File: src/hdl/rhsl_pkg.sv
// Shared widths, constants and types of the RGB to HSL/HSV converter.
// No dependencies.
`default_nettype none
package rhsl_pkg;

   localparam int CH_W  = 8;
   localparam int HUE_W = 9;
   localparam int SAT_W = 7;
   localparam int LVL_W = 7;

   localparam int REQ_W = 24;
   localparam int RSP_W = 24;

   // restoring divider: numerator, denominator and quotient widths
   localparam int DIV_NUM_W = 18;
   localparam int DIV_DEN_W = 10;
   localparam int DIV_QUO_W = 9;

   // level: floor(z / 255) as (z * LVL_RECIP) >> LVL_SHIFT, exact for z < 2^15
   localparam int                     LVL_NUM_W   = 15;
   localparam int                     LVL_RECIP_W = 16;
   localparam logic [LVL_RECIP_W-1:0] LVL_RECIP   = 16'd32897;
   localparam int                     LVL_SHIFT   = 23;
   localparam int                     LVL_PROD_W  = 31;

   // pixel front end plus numerator/denominator stage
   localparam int FRONT_STAGES = 2;

   typedef enum logic [1:0] {
      SECT_RED,
      SECT_GREEN,
      SECT_BLUE
   } sector_type;

   typedef struct packed {
      logic [CH_W-1:0] red;
      logic [CH_W-1:0] green;
      logic [CH_W-1:0] blue;
      logic [CH_W-1:0] mx;
      logic [CH_W-1:0] mn;
      sector_type      sector;
   } front_type;

   typedef struct packed {
      logic [DIV_NUM_W-1:0] hue_num;
      logic [DIV_DEN_W-1:0] hue_den;
      logic [DIV_NUM_W-1:0] sat_num;
      logic [DIV_DEN_W-1:0] sat_den;
      logic [LVL_NUM_W-1:0] lvl_num;
   } ratio_type;

endpackage
`default_nettype wire

File: src/hdl/rhsl_divider.sv
// Pipelined restoring divider, one quotient bit per register stage.
// Uses rhsl_pkg for default widths.
`default_nettype none
module rhsl_divider #(
   parameter int NUM_W = rhsl_pkg::DIV_NUM_W,
   parameter int DEN_W = rhsl_pkg::DIV_DEN_W,
   parameter int QUO_W = rhsl_pkg::DIV_QUO_W
) (
   input  logic             clock,
   input  logic [QUO_W-1:0] stage_en,
   input  logic [NUM_W-1:0] num,
   input  logic [DEN_W-1:0] den,
   output logic [QUO_W-1:0] quo
);

   localparam int CMP_W = NUM_W + DEN_W + QUO_W;

   logic [NUM_W-1:0] rem_ff  [QUO_W];
   logic [NUM_W-1:0] rem_in  [QUO_W];
   logic [DEN_W-1:0] den_ff  [QUO_W];
   logic [QUO_W-1:0] quo_ff  [QUO_W];
   logic [QUO_W-1:0] quo_in  [QUO_W];
   logic [NUM_W-1:0] rem_src [QUO_W];
   logic [DEN_W-1:0] den_src [QUO_W];
   logic [QUO_W-1:0] quo_src [QUO_W];
   logic [CMP_W-1:0] shifted [QUO_W];

   always_comb begin
      for (int k = 0; k < QUO_W; k++) begin
         if (k == 0) begin
            rem_src[k] = num;
            den_src[k] = den;
            quo_src[k] = '0;
         end else begin
            rem_src[k] = rem_ff[k-1];
            den_src[k] = den_ff[k-1];
            quo_src[k] = quo_ff[k-1];
         end
         shifted[k] = CMP_W'(den_src[k]) << (QUO_W - 1 - k);
         if (CMP_W'(rem_src[k]) >= shifted[k]) begin
            rem_in[k] = NUM_W'(CMP_W'(rem_src[k]) - shifted[k]);
            quo_in[k] = quo_src[k] | (QUO_W'(1) << (QUO_W - 1 - k));
         end else begin
            rem_in[k] = rem_src[k];
            quo_in[k] = quo_src[k];
         end
      end
   end

   always_ff @(posedge clock) begin
      for (int k = 0; k < QUO_W; k++) begin
         if (stage_en[k]) begin
            rem_ff[k] <= rem_in[k];
            den_ff[k] <= den_src[k];
            quo_ff[k] <= quo_in[k];
         end
      end
   end

   assign quo = quo_ff[QUO_W-1];

endmodule
`default_nettype wire

File: src/hdl/rgb_to_hsl_hsv_converter.sv
// Top level of the RGB to HSL/HSV converter: front end, pipeline control, dividers.
// Depends on rhsl_pkg and rhsl_divider.
//
// Takes one 8-bit RGB pixel per clock while rsp_tready is high, and returns hue
// in degrees (0..360), saturation and lightness (csr mode 0, HSL) or value
// (mode 1, HSV) in percent, all rounded half up. One stage is for max/min, one
// for the ratio terms, and nine for the hue and saturation restoring dividers,
// one quotient bit per stage. The level divides by a constant, so it is a
// reciprocal multiply in the first divider stage and then rides along. Every
// stage has its own valid bit, so bubbles close up on a stall and a new pixel
// is taken while a result waits if a stage is empty. Write mode only while idle.
`default_nettype none
module rgb_to_hsl_hsv_converter (
   input  logic                      clock,
   input  logic                      reset,
   input  logic                      csr_valid,
   output logic                      csr_ready,
   input  logic                      csr_data,    // mode
   input  logic                      req_tvalid,
   output logic                      req_tready,
   input  logic [rhsl_pkg::REQ_W-1:0] req_tdata,  // red[7:0], green[15:8], blue[23:16]
   output logic                      rsp_tvalid,
   input  logic                      rsp_tready,
   output logic [rhsl_pkg::RSP_W-1:0] rsp_tdata   // hue[8:0], saturation[15:9],
                                                  // level[22:16], zero[23]
);

   import rhsl_pkg::*;

   localparam int STAGES = FRONT_STAGES + DIV_QUO_W;

   logic              mode_ff;
   logic [STAGES-1:0] valid_ff;
   logic [STAGES-1:0] valid_in;
   logic [STAGES:0]   adv;

   front_type front_in;
   front_type front_ff;
   ratio_type ratio_in;
   ratio_type ratio_ff;

   logic [CH_W-1:0]       d;
   logic [CH_W:0]         sum;
   logic [CH_W-1:0]       pos;
   logic [CH_W-1:0]       neg;
   logic [16:0]           base;
   logic [16:0]           hue_n;
   logic [CH_W-1:0]       sat_base;
   logic [DIV_QUO_W-1:0]  hue_q;
   logic [DIV_QUO_W-1:0]  sat_q;
   logic [LVL_PROD_W-1:0] lvl_prod;
   logic [LVL_W-1:0]      lvl_in;
   logic [LVL_W-1:0]      lvl_ff [DIV_QUO_W];

   assign csr_ready = 1'b1;

   always_ff @(posedge clock) begin
      if (reset) begin
         mode_ff <= 1'b0;
      end else if (csr_valid && csr_ready) begin
         mode_ff <= csr_data;
      end
   end

   // pipeline control
   always_comb begin
      adv[STAGES] = rsp_tready;
      for (int k = STAGES - 1; k >= 0; k--) begin
         adv[k] = !valid_ff[k] || adv[k+1];
      end
      for (int k = 0; k < STAGES; k++) begin
         if (!adv[k]) begin
            valid_in[k] = valid_ff[k];
         end else if (k == 0) begin
            valid_in[k] = req_tvalid;
         end else begin
            valid_in[k] = valid_ff[k-1];
         end
      end
   end

   always_ff @(posedge clock) begin
      if (reset) begin
         valid_ff <= '0;
      end else begin
         valid_ff <= valid_in;
      end
   end

   assign req_tready = adv[0];

   // stage 0: max, min, sector
   always_comb begin
      front_in.red   = req_tdata[7:0];
      front_in.green = req_tdata[15:8];
      front_in.blue  = req_tdata[23:16];
      front_in.mx    = front_in.red;
      front_in.mn    = front_in.red;
      if (front_in.green > front_in.mx) front_in.mx = front_in.green;
      if (front_in.blue  > front_in.mx) front_in.mx = front_in.blue;
      if (front_in.green < front_in.mn) front_in.mn = front_in.green;
      if (front_in.blue  < front_in.mn) front_in.mn = front_in.blue;
      if (front_in.mx == front_in.red) begin
         front_in.sector = SECT_RED;
      end else if (front_in.mx == front_in.green) begin
         front_in.sector = SECT_GREEN;
      end else begin
         front_in.sector = SECT_BLUE;
      end
   end

   always_ff @(posedge clock) begin
      if (adv[0]) begin
         front_ff <= front_in;
      end
   end

   // stage 1: numerators and denominators, rounding folded in as 2n+q over 2q
   always_comb begin
      d   = front_ff.mx - front_ff.mn;
      sum = {1'b0, front_ff.mx} + {1'b0, front_ff.mn};

      unique case (front_ff.sector)
         SECT_RED: begin
            pos  = front_ff.green;
            neg  = front_ff.blue;
            base = (front_ff.green >= front_ff.blue) ? 17'd0 : 17'(d) * 17'd360;
         end
         SECT_GREEN: begin
            pos  = front_ff.blue;
            neg  = front_ff.red;
            base = 17'(d) * 17'd120;
         end
         SECT_BLUE: begin
            pos  = front_ff.red;
            neg  = front_ff.green;
            base = 17'(d) * 17'd240;
         end
         default: begin
            pos  = '0;
            neg  = '0;
            base = '0;
         end
      endcase

      hue_n = base + 17'(pos) * 17'd60 - 17'(neg) * 17'd60;

      if (mode_ff) begin
         sat_base = front_ff.mx;
      end else if (sum < 9'd255) begin
         sat_base = sum[CH_W-1:0];
      end else begin
         sat_base = CH_W'(9'd510 - sum);
      end

      if (d == '0) begin
         ratio_in.hue_num = '0;
         ratio_in.hue_den = DIV_DEN_W'(1);
         ratio_in.sat_num = '0;
         ratio_in.sat_den = DIV_DEN_W'(1);
      end else begin
         ratio_in.hue_num = {hue_n, 1'b0} + DIV_NUM_W'(d);
         ratio_in.hue_den = DIV_DEN_W'({d, 1'b0});
         ratio_in.sat_num = DIV_NUM_W'(d) * DIV_NUM_W'(200) + DIV_NUM_W'(sat_base);
         ratio_in.sat_den = DIV_DEN_W'({sat_base, 1'b0});
      end

      // level numerator halved so that the divisor is 255 in both modes
      if (mode_ff) begin
         ratio_in.lvl_num = LVL_NUM_W'(front_ff.mx) * LVL_NUM_W'(100) + LVL_NUM_W'(127);
      end else begin
         ratio_in.lvl_num = LVL_NUM_W'(sum) * LVL_NUM_W'(50) + LVL_NUM_W'(127);
      end
   end

   always_ff @(posedge clock) begin
      if (adv[1]) begin
         ratio_ff <= ratio_in;
      end
   end

   // stages 2 and up: hue and saturation dividers in lockstep
   rhsl_divider #(
      .NUM_W (DIV_NUM_W),
      .DEN_W (DIV_DEN_W),
      .QUO_W (DIV_QUO_W)
   ) u_hue_div (
      .clock    (clock),
      .stage_en (adv[STAGES-1:FRONT_STAGES]),
      .num      (ratio_ff.hue_num),
      .den      (ratio_ff.hue_den),
      .quo      (hue_q)
   );

   rhsl_divider #(
      .NUM_W (DIV_NUM_W),
      .DEN_W (DIV_DEN_W),
      .QUO_W (DIV_QUO_W)
   ) u_sat_div (
      .clock    (clock),
      .stage_en (adv[STAGES-1:FRONT_STAGES]),
      .num      (ratio_ff.sat_num),
      .den      (ratio_ff.sat_den),
      .quo      (sat_q)
   );

   // level: reciprocal multiply, then delayed alongside the dividers
   assign lvl_prod = LVL_PROD_W'(ratio_ff.lvl_num) * LVL_PROD_W'(LVL_RECIP);
   assign lvl_in   = lvl_prod[LVL_SHIFT +: LVL_W];

   always_ff @(posedge clock) begin
      if (adv[FRONT_STAGES]) begin
         lvl_ff[0] <= lvl_in;
      end
      for (int k = 1; k < DIV_QUO_W; k++) begin
         if (adv[FRONT_STAGES + k]) begin
            lvl_ff[k] <= lvl_ff[k-1];
         end
      end
   end

   assign rsp_tvalid = valid_ff[STAGES-1];
   assign rsp_tdata  = {1'b0, lvl_ff[DIV_QUO_W-1], SAT_W'(sat_q), HUE_W'(hue_q)};

endmodule
`default_nettype wire

File: config.mk
export PLATFORM = sky130hd
export DESIGN_NAME = rgb_to_hsl_hsv_converter
export DESIGN_NICKNAME = d
export VERILOG_FILES = /design/src/hdl/rhsl_pkg.sv /design/src/hdl/rhsl_divider.sv /design/src/hdl/rgb_to_hsl_hsv_converter.sv
export SDC_FILE = /design/constraint.sdc
export NUM_CORES = 1
export LEC_CHECK = 0
export BUFFER_PORTS_ARGS = -buffer_cell sky130_fd_sc_hd__buf_4
export CORE_ASPECT_RATIO = 1.2
export CORE_MARGIN = 2
export CORE_UTILIZATION = 45
export CTS_BUF_LIST = sky130_fd_sc_hd__clkbuf_8
export DETAILED_ROUTE_END_ITERATION = 12
export PLACE_DENSITY_LB_ADDON = 0.2
export SLEW_MARGIN = 10
export SYNTH_ARGS = -nofsm -noshare
export SYNTH_HDL_FRONTEND = slang
export SYNTH_SLANG_ARGS = --single-unit
File: constraint.sdc
create_clock -name clock -period 9.2 [get_ports clock]
set_input_delay 1.84 -clock clock [delete_from_list [all_inputs] [get_ports clock]]
set_output_delay 1.84 -clock clock [all_outputs]
set_load 0.01 [all_outputs]
==> summary.md <==
| Metric | Value |
|---|---|
| Total core area | `89200 µm²` |
| Critical R2R Capture | `ratio_ff[70]` |
| Drt drc | `0` |
| HP Class | `reg -> reg` |
| Synth Instances | `3682` |
| Fin. Hold Viols | `0` |
| Fmax achieved | `roughly 0.12 GHz` |
| Final cycle utilization of the critical path | `92.3%` |
| Hold path depth | `0` |
| Vias in the first global route | `~27k` |
| DP HPWL | `60900 µm` |
| Die Width | `278 µm` |
| Post-layout min period | `8.49 ns` |
| R2R depth | `31` |
| Crit Path Category | `reg -> reg` |
| Clk buf depth | `3` |
| Clk_lat worst skew | `0.76 ns` |
| Worst Path Required | `just under 10 ns` |
| Floorplan row count | `120` |
| Filler Cell Count | `8201` |
| DR vias | `26.1k` |
| Most frequent cells in the layout | `edfxtp_1, inv_1, ha_1` |
| CP startpoint kind | `register` |
| Initial antenna violation count | `1` |
| Num ports | `57` |
| Iteration-0 DRC Markers | `1049` |
| Slew margin rel. | `between 20% and 30%` |
| Commonest non-fill, non-tap cell in the layout | `edfxtp_1` |
| Final instance area | `~44000 µm²` |
| Sink Count | `632` |
| Hold_sp | `lvl_ff[0][7]` |
| Final worst clock skew | `0.0583 ns` |
| Clock slew at reported path FFs | `roughly 0.06 ns` |
| Number of synthesized flops with an enable pin | `620` |
| Post-CTS Setup Inserts | `0` |
| Overall Global Routing Usage | `16.9%` |
| Synth Register Bits | `632` |
| Final setup fails | `0` |
| Post-CTS Resized | `0` |
| Ys Warns | `0` |
| Grt total ovfl | `0` |
| CTS Root Cell | `clkbuf_8` |
| Die ar. | `92500 µm²` |
| H-tree Lvls | `3` |
| Post-synth top flop | `edfxtp_1` |
| GPL Wtd Cong | `0.870` |
| Slew Viols, Final | `0` |
| Die H | `333 µm` |
| First-pass GRT wire length | `128000 µm` |
| Total Nets Final | `4348` |
| Hold Buf Count CTS | `0` |
| Cell Area, Synth | `40500 µm²` |
| Measured slew at the worst slew-check pin | `1.19 ns` |
| CTS tree | `built` |
| Final TNS setup | `0 ns` |
| Netlist cell types | `93` |
| Area Growth Syn to Fin | `8.97%` |
| Worst path max stage delay | `about 0.56 ns` |
| Reg-to-Reg Start | `front_ff[11]` |
| Hold endpoint | `lvl_ff[0][14]` |
| Cts bufs inserted | `~100` |
| Data arrival, critical path | `8.94 ns` |
| Seq/Total Area, Yosys | `46.5%` |
| Initial Util | `45.4%` |
| Post-Syn Area per Cell | `roughly 11 µm²` |
| Share of async-settable or async-resettable flops after synthesis | `0%` |
| CP endpoint kind | `register` |
| IO Port Bufs | `54` |
| CP Max Fanout | `10` |
| Via density | `5.18` |
| ANT nets after route | `0` |
| WL final | `77200 µm` |
| Slowest CP cell | `or4_1` |
| RSZ-0062 raised after global routing | `no` |
| Status | `complete, no violations` |
| Total of max-cap violations | `0` |
| Area after DPL | `42200 µm²` |
| Largest net degree at the start of global routing | `73` |
| Syn Nets | `between 4k and 5k` |
| Worst R2R Setup Slack | `around 0.71 ns` |
| DR pass1 iterations | `7` |
| Layout cells sized above 1 | `7.16%` |
| WL/cell | `~15 µm` |
through the flow:
| step | hold slack (ns) | worst slack, ns | utilization, % | std cells |
|---|---|---|---|---|
| 2_1_floorplan | 0.400 | 1.05 | - | 3682 |
| 3_3_place_gp | 0.401 | 1.01 | 47.3 | 4843 |
| 3_5_place_dp | 0.405 | 0.837 | 47.3 | 4843 |
| 4_1_cts | 0.363 | 0.774 | 49.5 | 5029 |
| 5_1_grt | 0.368 | 0.0290 | 49.5 | 5034 |
| 6_report | 0.372 | 0.711 | 49.5 | 5034 |
state kept, by name, summed over array words and instances, names as in the netlist:
register and count:
u_sat_div.den_ff 43, lvl_ff 63, u_hue_div.den_ff 51, u_sat_div.quo_ff 28, u_sat_div.rem_ff 144, ratio_ff 60
mode_ff 1, u_hue_div.quo_ff 45, front_ff 42, u_hue_div.rem_ff 144, valid_ff 11
how the worst max path moves through the flow:
stage | slack (ns) | from | to | cells after the start
finish | 0.71 | front_ff[11] | ratio_ff[70] | 31
global route | 0.03 | front_ff[11] | ratio_ff[70] | 31
CTS | 0.77 | front_ff[11] | ratio_ff[70] | 31
detailed placement | 0.84 | front_ff[11] | ratio_ff[70] | 31
global placement | 1.01 | front_ff[11] | ratio_ff[70] | 31
floorplan | 1.05 | rsp_tready | req_tready | 6
cells in the mapped netlist, types with 7 or more instances:
cell type  number  area, µm²
mux2i_1        63        631
nor2_1        251        942
or3_1          25        156
a2111oi_0       8       70.1
fa_1           84       1680
nor2b_1        69        432
xnor2_1       163       1430
inv_1         481       1810
nand4_1        44        275
nand2b_1       38        238
mux2_2         30        338
and2_1          8       50.1
a21o_1         58        435
o31ai_1        38        285
and3_1         11       68.8
o21a_1         29        218
a21oi_1       223       1120
a21boi_0       42        315
nand2_1       218        818
o21ai_0       184        921
xor2_1        113        990
edfxtp_1      620      18600
buf_1           7       26.3
o2111ai_1       8       70.1
nand4b_1        7       61.3
buf_4          27        203
a211oi_1       21        158
nor4_1         39        244
o21bai_1       13       97.6
ha_1          444       5560
a31oi_1         7       43.8
nor3_1         65        325
or2_2           7       43.8
or4_1          15        113
nand3_1        40        200
clkbuf_1       40        150
dfxtp_1        12        240
o211ai_1       13       97.6
nand3b_1       10       75.1
worst max-delay path, delay by kind of cell, from the launching register on:
family,cells,cell delay (ns)
simple gates,9,2.49
fa+ha+maj,7,2.99
flops,1,0.50
buf+inv,4,0.25
compound gates,11,1.97
routing by layer:
layer,up-vias,GRT usage [%],part of all wire [%]
li1,13300,-,-
met3,134,2.24,2.6
met2,323,33.9,56
met1,12300,17.3,38
met4,0,6.61,2.9
met5,-,0,0
cells by family (layout without fill, tap and decap cells):
| group | after synthesis | in the layout | synth area share [%] |
|---|---|---|---|
| simple gates | 874 | 874 | 10.6 |
| compound gates | 712 | 712 | 11.1 |
| fa+ha+maj | 529 | 529 | 17.9 |
| flops | 632 | 632 | 46.5 |
| mux | 93 | 93 | 2.39 |
| buf+inv | 563 | 751 | 5.52 |
| other cells | 2 | 7 | 0.0185 |
| xor+xnor | 277 | 277 | 6.02 |
layout make-up:
cell class | instances | area [µm²] | area share [%]
inverter | 483 | 1810 | 4.11
sequential | 632 | 18900 | 42.7
timing repair buffer | 82 | 616 | 1.39
tap | 1159 | 1450 | 3.28
clock buffer | 108 | 1490 | 3.37
multi-input combinational | 2487 | 19500 | 44.1
clock inverter | 78 | 469 | 1.06
antenna | 5 | 12.5 | 0.0283
Power is not shown: default switching activity piles up to over one toggle a cycle in this logic, so the estimate is an artifact.
